===== src/design/rpmc_pkg.sv =====
// ----------------------------------------------------------------------------
// rpmc_pkg
// Shared types, register indexes and constants of the ray probe mask
// clearance unit.
// ----------------------------------------------------------------------------
`default_nettype none

package rpmc_pkg;

    // Default sizes of the mask and of the sample run.
    localparam int MAX_WIDTH_DEF   = 1024;
    localparam int MAX_HEIGHT_DEF  = 1024;
    localparam int MAX_SAMPLES_DEF = 64;

    // A pixel byte above this level is stored as bright.
    localparam logic [7:0] BRIGHT_LEVEL = 8'd128;

    // Width of the shared compare and subtract unit.
    localparam int ACC_W = 48;

    // Iteration counts of the square root and of the divider.
    localparam int SQRT_STEPS = 24;
    localparam int DIV_STEPS  = 16;

    // Request kinds.
    localparam logic REQ_WRITE = 1'b0;
    localparam logic REQ_PROBE = 1'b1;

    // Configuration register indexes.
    typedef enum logic [2:0] {
        CFG_CENTER_X   = 3'd0,
        CFG_CENTER_Y   = 3'd1,
        CFG_EXT_DIST   = 3'd2,
        CFG_SAMPLE_CNT = 3'd3,
        CFG_IMG_WIDTH  = 3'd4,
        CFG_IMG_HEIGHT = 3'd5
    } t_cfg_idx;

    // Which quotient the divider is producing.
    typedef enum logic [1:0] {
        JOB_ENDX = 2'd0,
        JOB_ENDY = 2'd1,
        JOB_SX   = 2'd2,
        JOB_SY   = 2'd3
    } t_job;

    typedef enum logic [11:0] {
        S_IDLE  = 12'b0000_0000_0001,
        S_SQX   = 12'b0000_0000_0010,
        S_SQY   = 12'b0000_0000_0100,
        S_SQRT  = 12'b0000_0000_1000,
        S_MX    = 12'b0000_0001_0000,
        S_MY    = 12'b0000_0010_0000,
        S_MN    = 12'b0000_0100_0000,
        S_DINIT = 12'b0000_1000_0000,
        S_DIV   = 12'b0001_0000_0000,
        S_POST  = 12'b0010_0000_0000,
        S_ADDR  = 12'b0100_0000_0000,
        S_READ  = 12'b1000_0000_0000
    } t_state_a;

    // Outcome of one compare and subtract step.
    typedef struct packed {
        logic             ge;
        logic [ACC_W-1:0] diff;
    } t_cs_res;

endpackage

`default_nettype wire


===== src/design/rpmc_cmpsub.sv =====
// ----------------------------------------------------------------------------
// rpmc_cmpsub
// Shared compare and subtract unit, stepped by the square root and the divider.
// ----------------------------------------------------------------------------
`default_nettype none

module rpmc_cmpsub (
    input  wire logic [rpmc_pkg::ACC_W-1:0] i_a,
    input  wire logic [rpmc_pkg::ACC_W-1:0] i_b,
    output rpmc_pkg::t_cs_res               o_res
);

    // The difference is always formed; the caller takes it only when the minuend is not below the subtrahend.
    always_comb begin
        o_res.ge   = (i_a >= i_b);
        o_res.diff = i_a - i_b;
    end

endmodule

`default_nettype wire

===== config.mk =====
export PLATFORM = sky130hd
export DESIGN_NAME = rpmc_cmpsub
export DESIGN_NICKNAME = d
export VERILOG_FILES = /design/src/design/rpmc_pkg.sv /design/src/design/rpmc_cmpsub.sv
export SDC_FILE = /design/constraint.sdc
export NUM_CORES = 1
export LEC_CHECK = 0
export BUFFER_PORTS_ARGS = -buffer_cell sky130_fd_sc_hd__buf_2
export CAP_MARGIN = 20
export CORE_MARGIN = 8
export CORE_UTILIZATION = 49
export DETAILED_ROUTE_END_ITERATION = 16
export PLACE_DENSITY = 0.82
export SLEW_MARGIN = 20
export SYNTH_ARGS = -nofsm -noshare
export SYNTH_HDL_FRONTEND = slang
export SYNTH_SLANG_ARGS = --single-unit

===== constraint.sdc =====
create_clock -name vclk -period 7.97
set_input_delay 2.391 -clock vclk [all_inputs]
set_output_delay 2.391 -clock vclk [all_outputs]
set_load 0.1 [all_outputs]

# Word level (Yosys, flattened, before mapping)
# Index checks and enable logic that the tools add are counted.
op_classes:
  order_cmp: 1
  n_addsub: 1
op_table:
  columns: ["cell", "n"]
  rows:
  - ["$ge A48 B48 Y1", 1]
  - ["$sub A48 B48 Y48", 1]
totals:
  word_cells: 2
  out_inout_bits: 49
  ff_bits: 0

# Logic depth before layout (Yosys ltp)
# Gate-level depths: netlist of run 1.
logic_depth:
  depth_word: 1
  depth_mapped: 12
  mapped_depth_nobuf: 12

# Worst setup path before layout of run 1
# Ideal clock, no wire load.
synth_path:
  path_kind: "input port to output port"
  start: "in i_a[0] (netlist name)"
  end: "out o_res[48] (netlist name)"
  path_stages: 12
  path_slack_ns: -1.118
  t_required_ns: 5.579
  arrival_ns: 6.697
  path_cell_list: "inv_1 ha_1 fa_1 nor2b_1 o21ai_0 nand2b_1 a31oi_1 o2111a_1 o41ai_4 a211o_1 o211ai_1 a311oi_1"
synth_rtl:
  columns: ["element", "line_no", "text"]
  rows:
  - ["start, declared", "rpmc_cmpsub.sv:8", "input wire logic [rpmc_pkg::ACC_W-1:0] i_a,"]
  - ["end, declared", "rpmc_cmpsub.sv:10", "output rpmc_pkg::t_cs_res o_res"]

==> summary.md, run 1 <==
The flow ran to the end, and the final reports show no timing, DRC or antenna violations. For the cell internal power dissipation, the log shows 217.6 µW. Layer carrying the most global-route usage: met2. The number of setup violations in the final report came out at 0.

For the final routed database, the setup TNS stands at 0 ns. Hold is met by 5.309 ns. After detailed placement, the total cell area comes to 4088 µm².

The first global-routing pass estimated 16.74 mm of wire. The logs give 0 µm² for the register area and 0 for the max-slew violation count. In this run, distinct cell masters in the synthesized netlist total 48. After layout, the minimum clock period comes to 7.781 ns. The endpoint kind of the worst setup timing path is an output pin. Static leakage power: 2.231 nW.

STA classifies the critical path startpoint as a primary input. The number of global-route vias before repair was 3666. The maximum number of pins on one net before global-route repair came out at 11. The count of nets left with antenna violations once routing finished came out at 0. The core region is 5816 µm². The transition time at the pin with the least slew margin was 0.7673 ns; the synthesis-to-layout area growth was 40.61%. After the first detailed-routing iteration, the DRC count stood at 172. The worst hold-check path type is in2out. Routability-driven placement finished with a final weighted congestion of 0.8963. The headroom to the max-slew limit came out at 0.4752. The hold-fix buffer count after cts is 0. The total overflow left after global routing is 0. The fraction of final layout cells sized beyond drive strength 1 was 0.3142. The critical path ends at o_res[41]. Effective utilization at floorplan: 0.5006. For the total wire length after detailed routing, the log shows 10.11 mm.

Along the worst path, the maximum fanout reaches 5. The switching part of the total is 0.7379. Setup repair after global routing left no endpoint under its margin. In this run the tool buffered the top-level ports with 145 buffer cells. The run gives 2912 µm² as the cell area after synthesis.

The worst-case IR drop observed on VDD is 0.1426 mV. For the sequential share of power, the log shows 0. The layout has 0 clock buffers.

The floorplan step set the die width to 93.09 µm. After routing the design area is 4094 µm². For the max-cap check violation count, the log shows 0. The floorplan step set the die height to 93.09 µm.

The die covers 8665 µm². The total chip power was 830.5 µW; the number of remaining DRC errors was 0. Data on the critical path arrives at its endpoint at 5.39 ns. The portion of the post-synthesis area used by sequential elements was 0. Leaving out fill and tap cells, the most frequent cell in the layout is sky130_fd_sc_hd__buf_2. The number of nets handed over by synthesis was 581. Power density over cell area: 202.9 nW/µm². The analysis attributes to net switching a power of 612.9 µW. Number of stages on the worst hold path: 4.

Data on the critical path is required at its endpoint by 5.58 ns. The initial antenna violation count is 0. The combinational fraction of design power is 1.000. The tools report the number of cell rows as 28.

0 antenna diodes ended up in the layout. Using the TritonRoute via totals, the vias-per-cell ratio works out to 5.653. The global routing usage on met1 was 0.2708.

The logs give 145 for the number of top-level design ports and 0.02724 for the met3 usage. Combined global-route utilization of all metal layers: 0.2214. The startpoint-to-endpoint class of the critical path is in2out.

The average wire per standard cell was 15.53 µm; the share of power burned in the clock network was 0. The final hold violation count is 0, and the met2 layer usage reported by global route is 0.4041. The final cycle utilization of the critical path is 0.9763, and the sequential cell count of the final layout is 0. After legalization and detailed placement, the total HPWL measured 8.907 mm. Timing would allow up to 0.1285 GHz. The average footprint of a synthesized cell was 6.678 µm²; the count of nets after finishing was 723. Beginning of the critical path: i_a[4]. The library cells used most frequently in the layout, excluding fill and tap cells, are sky130_fd_sc_hd__buf_2 (130), sky130_fd_sc_hd__inv_1 (60), sky130_fd_sc_hd__ha_1 (48). The layout has 527 filler cells.

The iteration count of the initial detailed-routing pass was 5. During synthesis, Yosys emitted a total of 0 warnings. After technology mapping, the gate count stands at 436. The routed layout has 3680 vias.
==> synth_stat cells (all sizes together), types with 2 or more instances <==
library cell | number | area (µm²)
o21bai | 14 | 105.1
nor3 | 7 | 40.04
a2111oi | 3 | 45.05
xnor2 | 24 | 210.2
xor2 | 21 | 183.9
or3 | 4 | 25.02
a21oi | 47 | 239.0
o41ai | 3 | 60.06
ha | 48 | 600.6
a311oi | 2 | 17.52
o31ai | 3 | 22.52
a21o | 25 | 188.9
a211o | 4 | 35.03
nor2 | 28 | 105.1
buf | 2 | 10.01
o211ai | 3 | 22.52
nor2b | 4 | 25.02
o21a | 3 | 22.52
nand2 | 33 | 123.9
a211oi | 5 | 42.54
inv | 60 | 225.2
nand2b | 6 | 37.54
o21ai | 26 | 133.9
and2 | 4 | 25.02
clkbuf | 8 | 30.03
a311o | 2 | 20.02
and3 | 4 | 25.02
nand4 | 9 | 56.30
nand3 | 14 | 75.07
a31oi | 10 | 68.81
nor4 | 3 | 18.77
==> area by class of cell <==
class | instances | area, µm² | area share
Tap cell | 75 | 93.84 | 0.02292
Timing Repair Buffer | 150 | 988.4 | 0.2414
Inverter | 60 | 225.2 | 0.05501
Multi-Input combinational cell | 366 | 2786 | 0.6806
==> critical path: stages <==
cell,delay (ns)
sky130_fd_sc_hd__buf_2,0.11
sky130_fd_sc_hd__ha_1,0.38
sky130_fd_sc_hd__nand3_2,0.11
sky130_fd_sc_hd__o21bai_1,0.19
sky130_fd_sc_hd__a211o_1,0.36
sky130_fd_sc_hd__a211oi_1,0.23
sky130_fd_sc_hd__nor4_1,0.08
sky130_fd_sc_hd__buf_4,0.15
sky130_fd_sc_hd__o41ai_2,0.38
sky130_fd_sc_hd__a21oi_2,0.18
sky130_fd_sc_hd__o31ai_1,0.40
sky130_fd_sc_hd__xor2_2,0.22
sky130_fd_sc_hd__buf_12,0.20
==> power by group through the flow <==
stage	Clock (mW)	Combinational, mW	Sequential, mW
after CTS	0	0.830	0
after floorplan	0	0.633	0
after global placement	0	0.821	0
after detailed placement	0	0.827	0
final	0	0.830	0
after global routing	0	0.867	0
==> through the flow <==
step,std cells,setup WS (ns),util
final,651,0.1886,0.7040
after CTS,651,0.2028,0.7029
after global placement,651,0.2881,0.7029
after floorplan,436,-0.5414,-
after detailed placement,651,0.2368,0.7029
after global routing,651,0.02556,0.7040
==> worst min-delay path by stage <==
stage | start | endpoint | slack [ns]
final | i_b[0] | o_res[0] | 5.31
after global routing | i_b[0] | o_res[0] | 5.33
after CTS | i_b[0] | o_res[0] | 5.31
after detailed placement | i_b[0] | o_res[0] | 5.31
after global placement | i_b[0] | o_res[0] | 5.30
after floorplan | i_b[0] | o_res[0] | 5.25
==> kinds of logic (layout without fill, tap and decap cells) <==
logic type / after synthesis / in the layout / share of synthesized area
XOR/XNOR: 45 / 45 / 0.1354
adder cells (fa/ha/maj): 49 / 49 / 0.2132
buffers and inverters: 70 / 210 / 0.09111
AND/OR/NAND/NOR: 119 / 119 / 0.1985
AO/OA/AOI/OAI: 153 / 153 / 0.3618
==> what timing repair did <==
action                                  4_1_cts  5_1_grt
resized for setup                             0        1
endpoints found under the setup margin        0        1
setup buffers                                 0        0
hold endpoints to repair                      0        0
==> metal layers <==
metal / wire length, µm / vias up
li1: - / 1832
met3: 639 / 18
met2: 5025 / 156
met5: 0 / -
met1: 4278 / 1674
met4: 170 / 0
(Power assumes the default switching activity.)
==> run 2: changes to the inputs <==
CAP_MARGIN = unset   (was 20)
REMOVE_ABC_BUFFERS = 1   (was unset)
==> run 2 against run 1 <==
First-iteration DRC count shrank 12%. Worst setup slack got worse by 0.038 ns. Critical path depth is 1 higher. Global-route usage is 0.81 points lower. Combinational power is 2% lower.
==> summary.md, run 2 (synthesis gave the netlist of run 1 again) <==
In this design, the largest share of critical-path delay is due to compound AO/OA/AOI/OAI gates. The final hold violation count came out at 0 (unchanged). The number of clock buffers in the layout is 0 (unchanged), and the area of the core region is 5816 µm² (unchanged).

The transition time at the pin with the least slew margin came out at 0.5411 ns (-0.2263 ns). The total grt overflow is 0 (unchanged). Number of gates given a new drive strength after cts: 0 (unchanged). The iteration count of the initial detailed-routing pass is 5 (unchanged), and the share of power burned in the clock network is 0 (unchanged).

The power density over cell area was 205.4 nW/µm² (+1.3%); the width of the chip was 93.09 µm (unchanged). Setup repair after global routing left no endpoint under its margin. Max-slew violation count: 0 (unchanged). Number of setup violations in the final report: 0 (unchanged). The static leakage power came out at 2.165 nW (-3.0%). The switching part of the total was 0.7447 (+0.006731). The run gives 0 (unchanged) as the number of remaining DRC errors. First-pass GRT wire length: 16.28 mm (-2.8%). For the final cell count without fillers, the log shows 650 (-0.15%).

The number of buffers inserted by post-CTS setup repair was 0 (unchanged); the remaining number of nets flagged by the antenna check after routing was 0 (unchanged). The tools report the combinational fraction of design power as 1.000 (about the same). The highest ir drop seen on vdd is 0.1785 mV (+25%). Most common cell after layout, fill and taps aside: sky130_fd_sc_hd__buf_2. The largest fanout on the critical path came out at 5 (unchanged).

The maximum number of pins on one net before global-route repair is 11 (unchanged). The logs give 0 (unchanged) for the sequential cell count of the final layout and 650 (-0.15%) for the number of placed cells counting well taps. The number of port buffers was 145 (unchanged). The tools report the initial antenna violation count as 0 (unchanged). The tools report the critical path startpoint category as a primary input. The synthesis-to-layout area growth was 35.54%; the number of buffer and inverter stages on the critical path was 3 (unchanged).

The endpoint kind of the worst setup timing path is an output pin. The area of the die was 8665 µm² (unchanged). The final cycle utilization of the critical path was 0.9811 (+0.004809); the net switching power figure was 603.7 µW (-1.5%).

For the violation count after the first detailed-route iteration, the log shows 152 (-12%). In this design, the critical path's most frequently occurring cell is sky130_fd_sc_hd__a31oi_1. The worst hold-check slack is 5.300 ns (-0.009560 ns), and the die height is 93.09 µm (unchanged). The headroom to the max-slew limit is 0.6300 (+0.1547), and the number of global-route vias before repair is 3645 (-0.57%).

Final HPWL from detailed placement: 8.649 mm (-2.9%). The logs give 0.1279 GHz (-0.49%) for the fmax and 207.0 µW (-4.9%) for the cell internal power dissipation. The max-cap check violation count came out at 0 (unchanged).

The register area came out at 0 µm² (unchanged). The average vias per placed instance is 5.658 (about the same). The effective utilization at floorplan came out at 0.5006 (unchanged). The critical path in this run is classified as in2out. The average wire per standard cell was 15.24 µm (-1.9%).

Leaving out fill and tap cells, the most frequent cells in the layout are sky130_fd_sc_hd__buf_2 (130), sky130_fd_sc_hd__inv_1 (60), sky130_fd_sc_hd__ha_1 (48). The tools report the number of top-level design ports as 145 (unchanged). The tools report the sequential share of power as 0 (unchanged). The combined global-route utilization of all metal layers was 0.2133 (-0.008144); the via count was 3678 (-0.054%). The fraction of final layout cells sized beyond drive strength 1 works out to 0.2800 (-0.03424). The routability-driven placement congestion ratio is 0.8845 (-1.3%), and the count of nets after finishing is 722 (-0.14%). For this design, the slowest cell found on the critical path is sky130_fd_sc_hd__fa_1.

The largest stage delay on the critical path was 0.42 ns (+0.02 ns). The run gives 28 (unchanged) as the number of cell rows. The run gives 5.43 ns (+0.04 ns) as the endpoint arrival time on the critical path.

The number of inserted diodes is 0 (unchanged). The run finished with clean final reports. The minimum period implied by the final worst setup slack came out at 7.820 ns (+0.03833 ns). The hold-fix buffer count after cts was 0 (unchanged). The final sum of negative setup slack was 0 ns (unchanged). Worst endpoint required time: 5.58 ns (about the same). Walking the worst path, the cells encountered are buf_2, inv_1, ha_1, fa_1, nor2b_1, o21ai_0, nand2b_1, a31oi_1, o2111a_1, o41ai_4, a31oi_2, o21a_1, a31oi_1, buf_12. The run gives 9.908 mm (-2.0%) as the total wire length after detailed routing. The min-delay analysis places its worst path in the category in2out.
[run 2: changes by cell type in the layout (fill, tap and decap cells not counted), sizes merged]
cell | before | now
buf | 150 | 149
[run 2: final timing paths]
path	startpoint	end	depth (start not counted)
setup / recovery	i_a[0]	o_res[42]	14
hold / removal	i_a[47]	o_res[47]	4
[run 2: per-layer routing]
layer,share of wire,vias to the layer above,GRT usage
li1,-,1838,-
met1,0.43,1676,0.2645
met2,0.49,149,0.3858
met3,0.069,15,0.03045
met4,0.0089,0,0.02819
met5,0,-,0
[run 2: power by group through the flow]
stage,registers [mW],clock network (mW),logic [mW]
2_1_floorplan,0,0,0.616
3_3_place_gp,0,0,0.804
3_5_place_dp,0,0,0.808
4_1_cts,0,0,0.810
5_1_grt,0,0,0.846
6_report,0,0,0.811
[run 2: area by class of cell]
cell class         instances  area [µm²]
multi-input cells        366        2646
well taps                 75       93.84
inverters                 60       225.2
repair buffers           149       980.9
fillers                  525        1869
[run 2: through the flow]
step                      setup WS, ns  utilization  instance area [µm²]  total power, mW
after detailed placement        0.1977       0.6786                 3946           0.8078
after floorplan                 -1.118            -                 2872           0.6156
after global routing          0.007534       0.6786                 3946           0.8457
after CTS                       0.1684       0.6786                 3946           0.8103
after global placement          0.3029       0.6786                 3946           0.8037
final                           0.1502       0.6786                 3946           0.8107
==> run 3: changes to the inputs <==
ABC_AREA = 1   (was unset)
CORE_UTILIZATION = 55   (was 49)
==> run 3 against run 2 <==
Utilization decreased by 1.2 points. Critical endpoint is now o_res[16]. Final area increased by 38%. Total power decreased by 4.1%. Largest power group unchanged. First-iteration DRC count increased by 110%. Global-route usage increased by 4.1 points. Worst hold slack improved by 0.015 ns. Sequential cell count unchanged.
==> summary.md, run 3 <==
The largest stage delay on the critical path works out to 0.48 ns (+0.06 ns). Cell area after placement: 5449 µm² (+38%). The total non-filler cell area in the finished layout is 5449 µm² (+38%).

The run gives 0 (unchanged) as the hold-fix buffer count after cts. The tools report the max-cap check violation count as 0 (unchanged). Traced cell by cell, the critical path runs through buf_2, inv_1, ha_1, fa_1, inv_1, nand2_1, nand2_1, nand3_1, nand2_1, nand2_1, nand2_1, xor2_1, buf_2. The logs give 5259 (+44%) for the number of global-route vias before repair and 0.2545 (+0.04128) for the combined global-route utilization of all metal layers. The number of inserted diodes was 0 (unchanged).

For the initial antenna violation count, the log shows 0 (unchanged). The most common cell in the synthesized netlist is sky130_fd_sc_hd__nand2_1. The transition time at the pin with the least slew margin was 0.5037 ns (-0.03740 ns). The logs give 0 (unchanged) for the number of clock buffers in the layout and 4592 µm² (+58%) for the cell area after synthesis.

The switching part of the total is 0.7984 (+0.05372), and the portion of the post-synthesis area used by sequential elements is 0 (unchanged). Hold path startpoint: i_b[0]. The run gives 0 ns (unchanged) as the final sum of negative setup slack. The number of top-level design ports is 145 (unchanged).

The average wire per standard cell is 12.23 µm (-20%), and the total grt overflow is 0 (unchanged). The max-slew violation count is 0 (unchanged). Remaining number of nets flagged by the antenna check after routing: 0 (unchanged).

The run gives 0 (unchanged) as the share of power burned in the clock network. Number of port buffers: 145 (unchanged). The tools report the first-pass GRT wire length as 24.40 mm (+50%). Leaving out fill and tap cells, the most frequent cell in the layout is sky130_fd_sc_hd__nand2_1. The static leakage power is 3.842 nW (+77%), and the total wire length after detailed routing is 14.99 mm (+51%). The tools report the violation count after the first detailed-route iteration as 315 (+110%).

STA classifies the critical path endpoint as an output pin. The fraction of final layout cells sized beyond drive strength 1 was 0.1893 (-0.09071); the final hold violation count was 0 (unchanged). The area of the core region is 8175 µm² (+41%), and the width of the chip is 107.4 µm (+15%).

The critical path startpoint category is a primary input. The die height works out to 107.4 µm (+15%). The count of yosys warnings during synthesis was 0 (unchanged); the average vias per placed instance was 4.727 (-16%). The logs give 0 (unchanged) for the number of gates given a new drive strength after cts and 910 (+73%) for the final-layout fill cell count.

The routability-driven placement congestion ratio is 1.005 (+14%), and the combinational fraction of design power is 1.000 (about the same). The end point of the worst hold path is o_res[0]. Relative to the synthesized area, the layout overhead comes to 18.66%. Counting instances in the post-synthesis netlist gives the leading cell types as sky130_fd_sc_hd__nand2_1 (405), sky130_fd_sc_hd__inv_1 (275), sky130_fd_sc_hd__nor2_1 (64). The number of setup violations in the final report was 0 (unchanged); the average footprint of a synthesized cell was 4.710 µm² (-29%). The highest ir drop seen on vdd is 0.1169 mV (-35%). The number of buffers inserted by post-CTS setup repair is 0 (unchanged), and the number of remaining DRC errors is 0 (unchanged). The sequential share of power was 0 (unchanged); the sequential cell count of the final layout was 0 (unchanged).

The final cycle utilization of the critical path came out at 0.8660 (-0.1152). Setup repair after global routing left no endpoint under its margin. Area of the die: 11530 µm² (+33%).

The headroom to the max-slew limit is 0.6665 (+0.03657). Leaving out fill and tap cells, the most frequent cells in the layout are sky130_fd_sc_hd__nand2_1 (405), sky130_fd_sc_hd__inv_1 (275), sky130_fd_sc_hd__buf_2 (145). The number of cell rows came out at 33 (+18%). The register area is 0 µm² (unchanged).

The critical path is of the in2out type. Final standard cell utilization of the core: 0.6665 (-0.01206). The library cell occupying the most area in the post-synthesis netlist is sky130_fd_sc_hd__nand2_1. The worst hold-check path type was in2out. The largest fanout on the critical path is 3 (-2), and the effective utilization at floorplan is 0.5617 (+0.06103). The run finished with clean final reports.

The power density over cell area works out to 142.6 nW/µm² (-31%). The number of different library cells in the post-synthesis netlist is 25 (-48%). The iteration count of the initial detailed-routing pass is 5 (unchanged), and the net switching power figure is 620.4 µW (+2.8%).

For the worst endpoint required time, the log shows 5.58 ns (about the same). For the maximum number of pins on one net before global-route repair, the log shows 7 (-4). The area share of the leading cell type in the synthesized netlist was 0.3311 (+0.1248). The master of the slowest instance on the critical path was sky130_fd_sc_hd__buf_2.

The cell repeated most along the worst path is sky130_fd_sc_hd__nand2_1. The tools report the fmax as 0.1449 GHz (+13%). Endpoint arrival time on the critical path: 4.51 ns (-0.92 ns). The count of nets after finishing is 1267 (+75%), and the number of stages on the worst hold path is 4 (unchanged). Minimum period implied by the final worst setup slack: 6.902 ns (-0.9178 ns). Number of instances in the synthesized netlist: 975 (+120%). The cell internal power dissipation was 156.7 µW (-24%). The tools report the final HPWL from detailed placement as 13.74 mm (+59%).

By area the synthesized netlist is led by sky130_fd_sc_hd__nand2_1 (33%), sky130_fd_sc_hd__inv_1 (22%), sky130_fd_sc_hd__ha_1 (13%). The run gives 5791 (+57%) as the via count.
[run 3: cell count changes after synthesis, moves of 16 or more]
cell / previous run / this run
sky130_fd_sc_hd__nor2_1: 28 / 64
sky130_fd_sc_hd__o21ai_0: 23 / 2
sky130_fd_sc_hd__nand2_2: 0 / 16
sky130_fd_sc_hd__a21o_1: 24 / 0
sky130_fd_sc_hd__inv_1: 60 / 275
sky130_fd_sc_hd__xnor2_1: 24 / 1
sky130_fd_sc_hd__nand3_1: 13 / 33
sky130_fd_sc_hd__nand2_1: 33 / 405
sky130_fd_sc_hd__a21oi_1: 46 / 30
sky130_fd_sc_hd__nor2_2: 0 / 27
[run 3: metrics by stage]
step	hold slack (ns)	power (mW)	instances	setup WS, ns
after CTS	5.315	0.7750	1225	1.131
after floorplan	5.254	0.6250	975	0.6147
final	5.315	0.7770	1225	1.068
after detailed placement	5.315	0.7732	1225	1.138
after global routing	5.326	0.8281	1225	0.9218
after global placement	5.307	0.7708	1225	1.123
[run 3: power groups by stage]
stage	clock network, mW	logic [mW]	registers, mW
after floorplan	0	0.625	0
after global placement	0	0.771	0
after detailed placement	0	0.773	0
after CTS	0	0.775	0
after global routing	0	0.828	0
final	0	0.777	0
[run 3: worst max-delay path: cells and delay by family]
family / cells / cell delay (ns)
XOR/XNOR: 1 / 0.25
adder cells (fa/ha/maj): 2 / 0.63
buffers and inverters: 4 / 0.69
AND/OR/NAND/NOR: 6 / 0.53
[run 3: per-layer routing]
metal	track usage	vias up	share of wire
met5	0	-	0
met4	0.04063	0	0.012
met3	0.03593	10	0.090
met2	0.4237	194	0.44
met1	0.3432	2458	0.46
li1	-	3129	-
[run 3: how the worst max path moves through the flow]
stage	from	cells after the start	slack, ns	endpoint
floorplan	i_a[0]	11	0.61	o_res[16]
global placement	i_a[0]	13	1.12	o_res[16]
detailed placement	i_a[0]	16	1.14	o_res[40]
CTS	i_a[0]	13	1.13	o_res[16]
global route	i_a[0]	16	0.92	o_res[40]
finish	i_a[0]	13	1.07	o_res[16]
[run 3: layout make-up]
type	instances	area (µm²)	share of cell area
multi-input cells	695	3541	0.6498
inverters	280	1051	0.1929
well taps	105	131.4	0.02411
repair buffers	145	725.7	0.1332
[run 3: logic make-up after synthesis]
logic type | count (synthesis) | share of synthesized area
and+or+nand+nor | 582 | 0.5420
buffers and inverters | 280 | 0.2289
adders and majority gates | 49 | 0.1352
AOI/OAI and AO/OA | 39 | 0.04632
xor gates and xnor gates | 25 | 0.04768
